### src/rtl/beg_pkg.sv
`default_nettype none
package beg_pkg;

    localparam int unsigned CFG_IDX_W = 1;

    // register indexes
    localparam logic [CFG_IDX_W-1:0] REG_LONG_PRESS   = 1'b0;
    localparam logic [CFG_IDX_W-1:0] REG_REPEAT_DELAY = 1'b1;

    // event mask bits
    localparam int unsigned MB_PRESS    = 0;
    localparam int unsigned MB_RELEASE  = 1;
    localparam int unsigned MB_CLICK    = 2;
    localparam int unsigned MB_LONG     = 3;
    localparam int unsigned MB_REPEAT   = 4;
    localparam int unsigned MB_TOGGLE   = 5;
    localparam int unsigned MB_TOUCH    = 6;
    localparam int unsigned MB_USERDRAW = 7;

    // event codes
    localparam logic [2:0] EV_NONE    = 3'd0;
    localparam logic [2:0] EV_PRESS   = 3'd1;
    localparam logic [2:0] EV_RELEASE = 3'd2;
    localparam logic [2:0] EV_CLICK   = 3'd3;
    localparam logic [2:0] EV_LONG    = 3'd4;

    // led styles
    localparam logic [1:0] ST_DEFAULT  = 2'd0;
    localparam logic [1:0] ST_PRESSED  = 2'd1;
    localparam logic [1:0] ST_TOUCH    = 2'd2;
    localparam logic [1:0] ST_SELECTED = 2'd3;

    localparam logic [31:0] REP_MAX_SPAN = 32'd1000;
    localparam logic [6:0]  REP_SLOW     = 7'd100;
    // 90 * d / 1000 as d * 47187 / 2^19, exact for d up to 1000
    localparam logic [25:0] REP_RECIP    = 26'd47187;

    typedef enum logic [2:0] {
        S_IDLE,
        S_READ,
        S_EVAL,
        S_EMIT0,
        S_EMIT1
    } state_t;

    // controller to datapath
    typedef struct packed {
        logic latch_in;
        logic eval;
        logic show0;
        logic show1;
    } cmd_t;

    // datapath to controller
    typedef struct packed {
        logic [1:0] count;
    } sts_t;

    typedef struct packed {
        logic [4:0] which_button;
        logic [2:0] event_code;
        logic       led_write;
        logic [1:0] led_style;
        logic       is_selected;
        logic       was_touched;
    } res_t;

endpackage
`default_nettype wire

### src/rtl/beg_ctrl.sv
`default_nettype none
module beg_ctrl (
    input  wire logic          clk,
    input  wire logic          rst_n,
    input  wire logic          in_fire,
    input  wire logic          out_fire,
    input  wire beg_pkg::sts_t sts,
    output beg_pkg::cmd_t      cmd,
    output logic               in_ready,
    output logic               out_valid,
    output logic               out_last
);
    import beg_pkg::*;

    state_t state_reg, state_next;

    always_ff @(posedge clk or negedge rst_n)
    begin
        if (!rst_n)
            state_reg <= S_IDLE;
        else
            state_reg <= state_next;
    end

    // next state
    always_comb
    begin
        state_next = state_reg;
        unique case (state_reg)
            S_IDLE:  if (in_fire) state_next = S_READ;
            S_READ:  state_next = S_EVAL;
            S_EVAL:
            begin
                if (sts.count == 2'd0) state_next = S_IDLE;
                else                   state_next = S_EMIT0;
            end
            S_EMIT0:
            begin
                if (out_fire)
                    state_next = (sts.count == 2'd2) ? S_EMIT1 : S_IDLE;
            end
            S_EMIT1: if (out_fire) state_next = S_IDLE;
            default: state_next = S_IDLE;
        endcase
    end

    // outputs
    always_comb
    begin
        cmd       = '0;
        in_ready  = 1'b0;
        out_valid = 1'b0;
        out_last  = 1'b0;
        unique case (state_reg)
            S_IDLE:
            begin
                in_ready     = 1'b1;
                cmd.latch_in = 1'b1;
            end
            S_READ:  ;
            S_EVAL:  cmd.eval = 1'b1;
            S_EMIT0:
            begin
                out_valid = 1'b1;
                out_last  = (sts.count != 2'd2);
                cmd.show0 = 1'b1;
            end
            S_EMIT1:
            begin
                out_valid = 1'b1;
                out_last  = 1'b1;
                cmd.show1 = 1'b1;
            end
            default: ;
        endcase
    end
endmodule
`default_nettype wire

### src/rtl/beg_dp.sv
`default_nettype none
module beg_dp #(
    parameter int unsigned NUM_BUTTONS = 32
) (
    input  wire logic          clk,
    input  wire logic          rst_n,
    input  wire beg_pkg::cmd_t cmd,
    input  wire logic          in_fire,
    input  wire logic          in_kind,
    input  wire logic [4:0]    in_btn,
    input  wire logic          in_down,
    input  wire logic [31:0]   in_time,
    input  wire logic [7:0]    in_mask,
    input  wire logic          cfg_fire,
    input  wire logic [beg_pkg::CFG_IDX_W-1:0] cfg_index,
    input  wire logic [15:0]   cfg_data,
    output beg_pkg::sts_t      sts,
    output beg_pkg::res_t      res
);
    import beg_pkg::*;

    localparam int unsigned IW = (NUM_BUTTONS > 1) ? $clog2(NUM_BUTTONS) : 1;

    logic [15:0] long_reg, rdelay_reg;
    logic [NUM_BUTTONS-1:0] pressed_reg, touched_reg, selected_reg, armed_reg;
    logic [7:0]  mask_mem [NUM_BUTTONS];
    logic [31:0] pstamp_mem [NUM_BUTTONS];
    logic [31:0] rstamp_mem [NUM_BUTTONS];

    // latched item
    logic        kind_reg, down_reg, inr_reg;
    logic [4:0]  btn_reg;
    logic [31:0] now_reg;
    logic [7:0]  nmask_reg;
    logic [IW-1:0] idx;
    // registered memory reads
    logic [7:0]  m_reg;
    logic [31:0] pst_reg, rst_reg;
    // results
    res_t r0_reg, r1_reg;
    logic [1:0] cnt_reg;

    assign idx = IW'(btn_reg);

    // configuration registers
    always_ff @(posedge clk or negedge rst_n)
    begin
        if (!rst_n)
        begin
            long_reg   <= 16'd800;
            rdelay_reg <= 16'd300;
        end
        else if (cfg_fire)
        begin
            unique case (cfg_index)
                REG_LONG_PRESS:   long_reg   <= cfg_data;
                REG_REPEAT_DELAY: rdelay_reg <= cfg_data;
                default: ;
            endcase
        end
    end

    // input capture
    always_ff @(posedge clk)
    begin
        if (cmd.latch_in && in_fire)
        begin
            kind_reg  <= in_kind;
            btn_reg   <= in_btn;
            down_reg  <= in_down;
            now_reg   <= in_time;
            nmask_reg <= in_mask;
            inr_reg   <= (32'(in_btn) < NUM_BUTTONS);
        end
    end

    // registered memory reads
    always_ff @(posedge clk)
    begin
        m_reg   <= mask_mem[idx];
        pst_reg <= pstamp_mem[idx];
        rst_reg <= rstamp_mem[idx];
    end

    // evaluation
    logic [31:0] dif, rdif, dd, over;
    logic [9:0]  dcl;
    logic [25:0] prod;
    logic [6:0]  interval;
    logic        pr, arm, sel_n;
    logic [1:0]  cnt;
    res_t        a, b;
    logic        wr_mask, wr_stamp, wr_rstamp;
    logic        set_p, clr_p, set_arm, clr_arm, flip_sel;
    logic        lw;
    logic [1:0]  st;

    assign dif  = now_reg - pst_reg;
    assign rdif = now_reg - rst_reg;
    assign dd   = dif - 32'(rdelay_reg);
    assign over = (dd > REP_MAX_SPAN) ? REP_MAX_SPAN : dd;
    assign dcl  = over[9:0];
    // interval reduction by reciprocal multiply
    assign prod = 26'(dcl) * REP_RECIP;

    always_comb
    begin
        pr = pressed_reg[idx];
        arm = armed_reg[idx];
        sel_n = selected_reg[idx];
        interval = REP_SLOW - prod[25:19];
        cnt = 2'd0;
        a = '0;
        b = '0;
        a.which_button = btn_reg;
        b.which_button = btn_reg;
        wr_mask = 1'b0; wr_stamp = 1'b0; wr_rstamp = 1'b0;
        set_p = 1'b0; clr_p = 1'b0; set_arm = 1'b0; clr_arm = 1'b0;
        flip_sel = 1'b0;
        lw = 1'b0;
        st = ST_DEFAULT;
        if (inr_reg)
        begin
            if (!kind_reg)
            begin
                wr_mask = 1'b1;
                clr_arm = 1'b1;
                if (!nmask_reg[MB_USERDRAW])
                begin
                    cnt = 2'd1;
                    a.led_write = 1'b1;
                end
            end
            else if (m_reg != 8'd0)
            begin
                if (down_reg != pr)
                begin
                    if (down_reg)
                    begin
                        lw = !m_reg[MB_REPEAT];
                        set_p = 1'b1; set_arm = 1'b1;
                        wr_stamp = 1'b1; wr_rstamp = 1'b1;
                        if (m_reg[MB_PRESS] || lw)
                        begin
                            cnt = 2'd1;
                            a.event_code = m_reg[MB_PRESS] ? EV_PRESS : EV_NONE;
                            a.led_write = lw;
                            a.led_style = lw ? ST_PRESSED : ST_DEFAULT;
                        end
                    end
                    else
                    begin
                        clr_p = 1'b1;
                        if (arm)
                        begin
                            lw = !m_reg[MB_USERDRAW];
                            st = m_reg[MB_TOUCH] ? ST_TOUCH : ST_DEFAULT;
                            clr_arm = 1'b1;
                            if (lw && m_reg[MB_TOGGLE])
                            begin
                                flip_sel = 1'b1;
                                sel_n = !sel_n;
                                if (sel_n) st = ST_SELECTED;
                            end
                            a.led_write = lw;
                            a.led_style = lw ? st : ST_DEFAULT;
                            if (m_reg[MB_RELEASE] && m_reg[MB_CLICK])
                            begin
                                cnt = 2'd2;
                                a.event_code = EV_RELEASE;
                                b.event_code = EV_CLICK;
                            end
                            else if (m_reg[MB_RELEASE])
                            begin
                                cnt = 2'd1;
                                a.event_code = EV_RELEASE;
                            end
                            else if (m_reg[MB_CLICK])
                            begin
                                cnt = 2'd1;
                                a.event_code = EV_CLICK;
                            end
                            else if (lw)
                                cnt = 2'd1;
                        end
                    end
                end
                else if (down_reg && arm)
                begin
                    if (m_reg[MB_REPEAT] && dif > 32'(rdelay_reg))
                    begin
                        if (rdif > 32'(interval))
                        begin
                            wr_rstamp = 1'b1;
                            cnt = 2'd1;
                            a.event_code = EV_PRESS;
                        end
                    end
                    else if (m_reg[MB_LONG] && dif > 32'(long_reg))
                    begin
                        lw = !m_reg[MB_USERDRAW];
                        clr_arm = 1'b1;
                        cnt = 2'd1;
                        a.event_code = EV_LONG;
                        a.led_write = lw;
                        a.led_style = (lw && m_reg[MB_TOUCH]) ? ST_TOUCH : ST_DEFAULT;
                    end
                end
            end
        end
        a.is_selected = sel_n;
        b.is_selected = sel_n;
        a.was_touched = touched_reg[idx] | set_p;
        b.was_touched = touched_reg[idx] | set_p;
    end

    // flag updates
    always_ff @(posedge clk or negedge rst_n)
    begin
        if (!rst_n)
        begin
            pressed_reg  <= '0;
            touched_reg  <= '0;
            selected_reg <= '0;
            armed_reg    <= '0;
            cnt_reg      <= 2'd0;
        end
        else if (cmd.eval)
        begin
            cnt_reg <= cnt;
            if (set_p)
            begin
                pressed_reg[idx] <= 1'b1;
                touched_reg[idx] <= 1'b1;
            end
            if (clr_p)    pressed_reg[idx]  <= 1'b0;
            if (set_arm)  armed_reg[idx]    <= 1'b1;
            if (clr_arm)  armed_reg[idx]    <= 1'b0;
            if (flip_sel) selected_reg[idx] <= sel_n;
        end
    end

    // mask and stamp stores
    always_ff @(posedge clk or negedge rst_n)
    begin
        if (!rst_n)
        begin
            for (int i = 0; i < NUM_BUTTONS; i++)
                mask_mem[i] <= 8'd0;
        end
        else if (cmd.eval && wr_mask)
            mask_mem[idx] <= nmask_reg;
    end

    always_ff @(posedge clk)
    begin
        if (cmd.eval)
        begin
            if (wr_stamp)  pstamp_mem[idx] <= now_reg;
            if (wr_rstamp) rstamp_mem[idx] <= now_reg;
            r0_reg <= a;
            r1_reg <= b;
        end
    end

    // live count during evaluation, held count while emitting
    assign sts.count = cmd.eval ? cnt : cnt_reg;
    assign res = cmd.show1 ? r1_reg : r0_reg;
endmodule
`default_nettype wire

### src/rtl/button_event_generator.sv
`default_nettype none
// Button event generator.
// Input stream s_axis: one word is a mask write (kind 0) or a scan sample
// (kind 1) of one button. Output stream m_axis: zero, one or two result
// words per input word; tlast marks the final word of each input.
// cfg channel: index 0 long_press_ms, index 1 repeat_delay_ms; write only
// while idle.
// Sequence: an input word is taken in the idle state; the state read and
// the evaluation follow in turn, then the results are shown. The
// controller steps through capture, store read, evaluate and emit, and
// takes no new input until the last result word of the one before is taken.
// While the receiver stalls, the current result holds and no input is taken.
// Reset clears all flags and masks, restores register defaults; stamps
// are only used after a press has written them.
module button_event_generator #(
    parameter int unsigned NUM_BUTTONS = 32
) (
    input  wire logic        clk,
    input  wire logic        rst_n,
    input  wire logic        s_axis_tvalid,
    output logic             s_axis_tready,
    // [4:0] button, [5] down, [37:6] time_ms, [45:38] event_mask, rest zero
    input  wire logic [47:0] s_axis_tdata,
    // [0] kind
    input  wire logic        s_axis_tuser,
    output logic             m_axis_tvalid,
    input  wire logic        m_axis_tready,
    // [4:0] which_button, [7:5] event_code, [8] led_write, [10:9] led_style,
    // [11] is_selected, [12] was_touched, rest zero
    output logic [15:0]      m_axis_tdata,
    output logic             m_axis_tlast,
    input  wire logic        cfg_valid,
    output logic             cfg_ready,
    input  wire logic [beg_pkg::CFG_IDX_W-1:0] cfg_index,
    input  wire logic [15:0] cfg_data
);
    import beg_pkg::*;

    cmd_t cmd;
    sts_t sts;
    res_t res;
    logic in_fire, out_fire;

    assign cfg_ready = 1'b1;
    assign in_fire  = s_axis_tvalid && s_axis_tready;
    assign out_fire = m_axis_tvalid && m_axis_tready;

    beg_ctrl u_ctrl (
        .clk(clk), .rst_n(rst_n), .in_fire(in_fire), .out_fire(out_fire),
        .sts(sts), .cmd(cmd), .in_ready(s_axis_tready),
        .out_valid(m_axis_tvalid), .out_last(m_axis_tlast)
    );

    beg_dp #(.NUM_BUTTONS(NUM_BUTTONS)) u_dp (
        .clk(clk), .rst_n(rst_n), .cmd(cmd), .in_fire(in_fire),
        .in_kind(s_axis_tuser), .in_btn(s_axis_tdata[4:0]),
        .in_down(s_axis_tdata[5]), .in_time(s_axis_tdata[37:6]),
        .in_mask(s_axis_tdata[45:38]),
        .cfg_fire(cfg_valid && cfg_ready), .cfg_index(cfg_index),
        .cfg_data(cfg_data), .sts(sts), .res(res)
    );

    assign m_axis_tdata = {3'd0, res.was_touched, res.is_selected, res.led_style,
                           res.led_write, res.event_code, res.which_button};

    // no input taken while a result is pending
    a_excl: assert property (@(posedge clk) disable iff (!rst_n)
        !(s_axis_tready && m_axis_tvalid)) else $error("ready during output");
    // result held while stalled
    a_hold: assert property (@(posedge clk) disable iff (!rst_n)
        m_axis_tvalid && !m_axis_tready |=> m_axis_tvalid && $stable(m_axis_tdata))
        else $error("result changed under stall");
    // an accepted input never yields output next cycle
    a_lat: assert property (@(posedge clk) disable iff (!rst_n)
        in_fire |=> !m_axis_tvalid) else $error("output too early");
endmodule
`default_nettype wire

### config.mk
export PLATFORM = sky130hd
export DESIGN_NAME = button_event_generator
export DESIGN_NICKNAME = d
export VERILOG_FILES = /design/src/rtl/beg_pkg.sv /design/src/rtl/beg_ctrl.sv /design/src/rtl/beg_dp.sv /design/src/rtl/button_event_generator.sv
export SDC_FILE = /design/constraint.sdc
export NUM_CORES = 2
export LEC_CHECK = 0
export ABC_CLOCK_PERIOD_IN_PS = 21100
export BUFFER_PORTS_ARGS = -buffer_cell sky130_fd_sc_hd__buf_2
export CAP_MARGIN = 20
export CORE_UTILIZATION = 59
export DETAILED_ROUTE_END_ITERATION = 7
export PLACE_DENSITY_LB_ADDON = 0.1
export REMOVE_ABC_BUFFERS = 1
export SETUP_SLACK_MARGIN = 0.3
export SKIP_LAST_GASP = 1
export SLEW_MARGIN = 30
export SYNTH_ARGS = -nofsm -noshare
export SYNTH_HDL_FRONTEND = slang
export SYNTH_SLANG_ARGS = --single-unit
export TNS_END_PERCENT = 100
### constraint.sdc
create_clock -name clk -period 21.1 [get_ports clk]
set_input_delay 1.055 -clock clk [delete_from_list [all_inputs] [get_ports clk]]
set_output_delay 1.055 -clock clk [all_outputs]
set_load 0.05 [all_outputs]
==> flow_summary.ini <==
[sta]
hold-worst-slack_ns = 0.1897
tightest_slew_ns = 1.079
slew_violations = 0
setup_violations = 0
final.period_utilization_pct = 81.33
hold_violations = 0
max_slew_margin_pct = 27.47
finalCriticalPeriod_ns = 17.16
max_freq_mhz = 58.27
fin_skew_ns = 0.05724
tns_ns = 0
rsz0062_at_grt = no

[drt]
drt-total-wl_um = 280300
via_count = 58290
routedWlPerCell_um = 32.75
avgViaCountPerCell = 6.811
detail_route.iter0.violations = 7271
drc = 0
drt_pass1_iterations = 5
ant_nets = 0

[setup_path]
slowest_delay_ns = 0.70
ff2ff_path_depth = 60
crit_top_cell = ha_1
critPathRequiredTime_ns = 21.61
crit_buf_inv = 9
cp.arrival_ns = 17.67
worstPathMaxFanout = 65
worstSetupPathType = reg -> reg
crit_family = simple AND/OR/NAND/NOR gates
end_kind = flip-flop
r2r_slack_ns = 3.94
rr_endpoint = u_dp.rstamp_mem[27][29]
r2r-start = u_dp.now_reg[0]
worst_setup_path_start_kind = flip-flop
crit_slowest_cell = buf_4

[clocking]
cts-root-buf = clkbuf_16
cts_sinks = 2602
post-cts-setup-buffers = 0
cts_resized = 0
path_clk_slew_ns = 0.06
clock_latency_ns = 0.92
cts_hold_buffers = 0
cts_tree = yes
htree_levels = 5
cts_made_buffers = 278
cts_max_path_buffers = 4

[yosys]
synth_top_area_share_pct = 59.15
yosysUniqueCellTypes = 96
synth_ff_type = edfxtp_1
synth_area_leaders = edfxtp_1 59%, mux4_2 13%, dfrtp_1 9.7%
syn_inst = 5786
ys_seq_elements = 2602
syn_area_um2 = 107100
seq_area_frac_synth_pct = 70.34
synth-edff-count = 2109
synth_largest_area_cell = edfxtp_1
async_reset_ff_share_pct = 16.18
synth_area_per_cell_um2 = 18.50
yosys_warnings = 0

[cells_and_area]
top_regs = u_dp.pstamp_mem: 1024 flops, u_dp.rstamp_mem: 1024 flops, u_dp.mask_mem: 256 flops
final_layout_size_suffix_gt1_share_pct = 26.83
num-nets-final = 6304
area_growth_pct = 11.97
fin_util_pct = 66.83

[global_route]
antenna_found_initial = 4
grt_pass1_vias = 57920
grt.total_usage_pct = 30.77
grt_pass1_wl_um = 403500
grt_max_degree = 189
grt_overflow = 0

[floorplan]
core_um2 = 179400
fp.dieW_um = 428.0
dieArea_um2 = 183200
die_height_um = 428.0
start_util_pct = 59.68
rows = 155
io_pins = 91

[run]
max_cap_violations = 0

[outcome]
status = complete, no violations

[power_and_ir_drop]
p_clk_share_pct = 33.0
swShare_pct = 29.21
seq_power_share_pct = 43.4
p_comb_share_pct = 23.6
p_switching_mw = 4.116
p_int_mw = 9.977
power.density_nw_per_um2 = 117.6
ir_drop_mv = 0.09354
static-leakage-power_nw = 42.03

[placed_design]
portBuffers = 84
globalplace.congestion = 0.9140
hpwlAfterDp_um = 152400

[min_path]
hp-class = in -> async
per-stage QoR:
step,power (mW),instances,setup slack [ns],cell area [um^2]
after global placement,9.412,8078,3.782,111100
after floorplan,9.213,5480,-9.098,105900
after detailed placement,9.490,8084,3.810,111200
after global routing,14.61,8556,2.873,119900
after CTS,14.10,8553,3.749,119800
final,14.09,8558,3.939,119900
cell families after synthesis:
group | count (synthesis) | share of synthesized area, %
DFF | 2602 | 70.34
AOI/OAI and AO/OA | 841 | 5.580
adders and majority gates | 221 | 2.807
buffers and inverters | 498 | 1.808
other | 2 | 0.007014
xor gates and xnor gates | 49 | 0.4149
and+or+nand+nor | 677 | 3.220
muxes | 896 | 15.82
synth_stat cells (9+ instances only):
master and n:
edfxtp_1 2109, mux4_2 609, dfrtp_1 414, a22oi_1 295
mux2_2 277, clkbuf_1 230, inv_1 190, ha_1 189
nand2_1 153, nor2_1 151, o21ai_0 127, nand4_1 91
a21oi_1 88, o31ai_1 73, dfxtp_1 72, buf_1 59
nand3_1 55, a21o_1 44, nor3_1 42, or2_2 40
o22a_1 34, fa_1 32, and2_1 29, o21a_1 26
xor2_1 25, and3_1 22, xnor2_1 22, a211oi_1 18
nor2b_1 16, nor4_1 15, or3_1 15, buf_4 12
a31oi_1 10, nand3b_1 10, a211o_1 9, o21bai_1 9
cell usage in the layout, fill, tap and decap left out, types with 55 or more instances in the layout:
cell type  netlist  final
mux4_2         609    609
nand2_1        153    151
clkbuf_1       230     66
clkbuf_16        0    285
buf_4           12    151
dfxtp_1         72     72
o21ai_0        127    127
nand3_1         55     55
buf_2            5     83
a21oi_1         88     88
dfrtp_1        414    414
mux2_2         277    277
inv_1          190    190
nand4_1         91     91
nor2_1         151     84
edfxtp_1      2109   2109
ha_1           189    189
nor2_4           0     66
a22oi_1        295    295
o31ai_1         73     73
worst reg2reg max path: cells and delay by family, from the launching register on:
family	cells	cell delay, ns
compound gates	18	3.75
xor+xnor	1	0.27
fa+ha+maj	12	4.24
buf+inv	9	2.14
flops	1	0.32
simple gates	20	5.91
routing by layer:
layer	routed length [um]	share of wire [%]	vias up	GRT usage, %
met2	134200	48	2908	48.48
met1	112500	40	30860	44.61
met5	13	0.0046	-	0
li1	-	-	23980	-
met3	23600	8.4	535	4.364
met4	10020	3.6	2	11.00
cell type report:
| cell class | count | area [um^2] |
|---|---|---|
| Fill cell | 11640 | 59510 |
| Timing Repair Buffer | 252 | 1886 |
| Clock buffer | 378 | 7751 |
| Clock inverter | 91 | 823.3 |
| Antenna cell | 2 | 5.005 |
| Tap cell | 2355 | 2947 |
| Inverter | 190 | 713.2 |
| Sequential cell | 2602 | 75320 |
| Multi-Input combinational cell | 2688 | 30440 |
power by group through the flow:
| stage | clock, mW | combinational [mW] | sequential, mW |
|---|---|---|---|
| floorplan | 0 | 2.77 | 6.45 |
| global placement | 0 | 3.19 | 6.22 |
| detailed placement | 0 | 3.27 | 6.22 |
| CTS | 4.70 | 3.29 | 6.11 |
| global route | 4.89 | 3.59 | 6.13 |
| finish | 4.65 | 3.33 | 6.11 |
worst max path at each step:
| stage | slack [ns] | startpoint | cells after the start | to |
|---|---|---|---|---|
| after floorplan | -9.10 | u_dp.btn_reg[0] | 4 | u_dp.touched_reg[0] |
| after global placement | 3.78 | u_dp.now_reg[0] | 59 | u_dp.rstamp_mem[30][7] |
| after detailed placement | 3.81 | u_dp.now_reg[0] | 60 | u_dp.rstamp_mem[17][7] |
| after CTS | 3.75 | u_dp.now_reg[0] | 58 | u_dp.rstamp_mem[17][29] |
| after global routing | 2.87 | u_dp.now_reg[0] | 60 | u_dp.rstamp_mem[27][29] |
| final | 3.94 | u_dp.now_reg[0] | 60 | u_dp.rstamp_mem[27][29] |
Note: power is estimated with default switching activity, not from simulation.
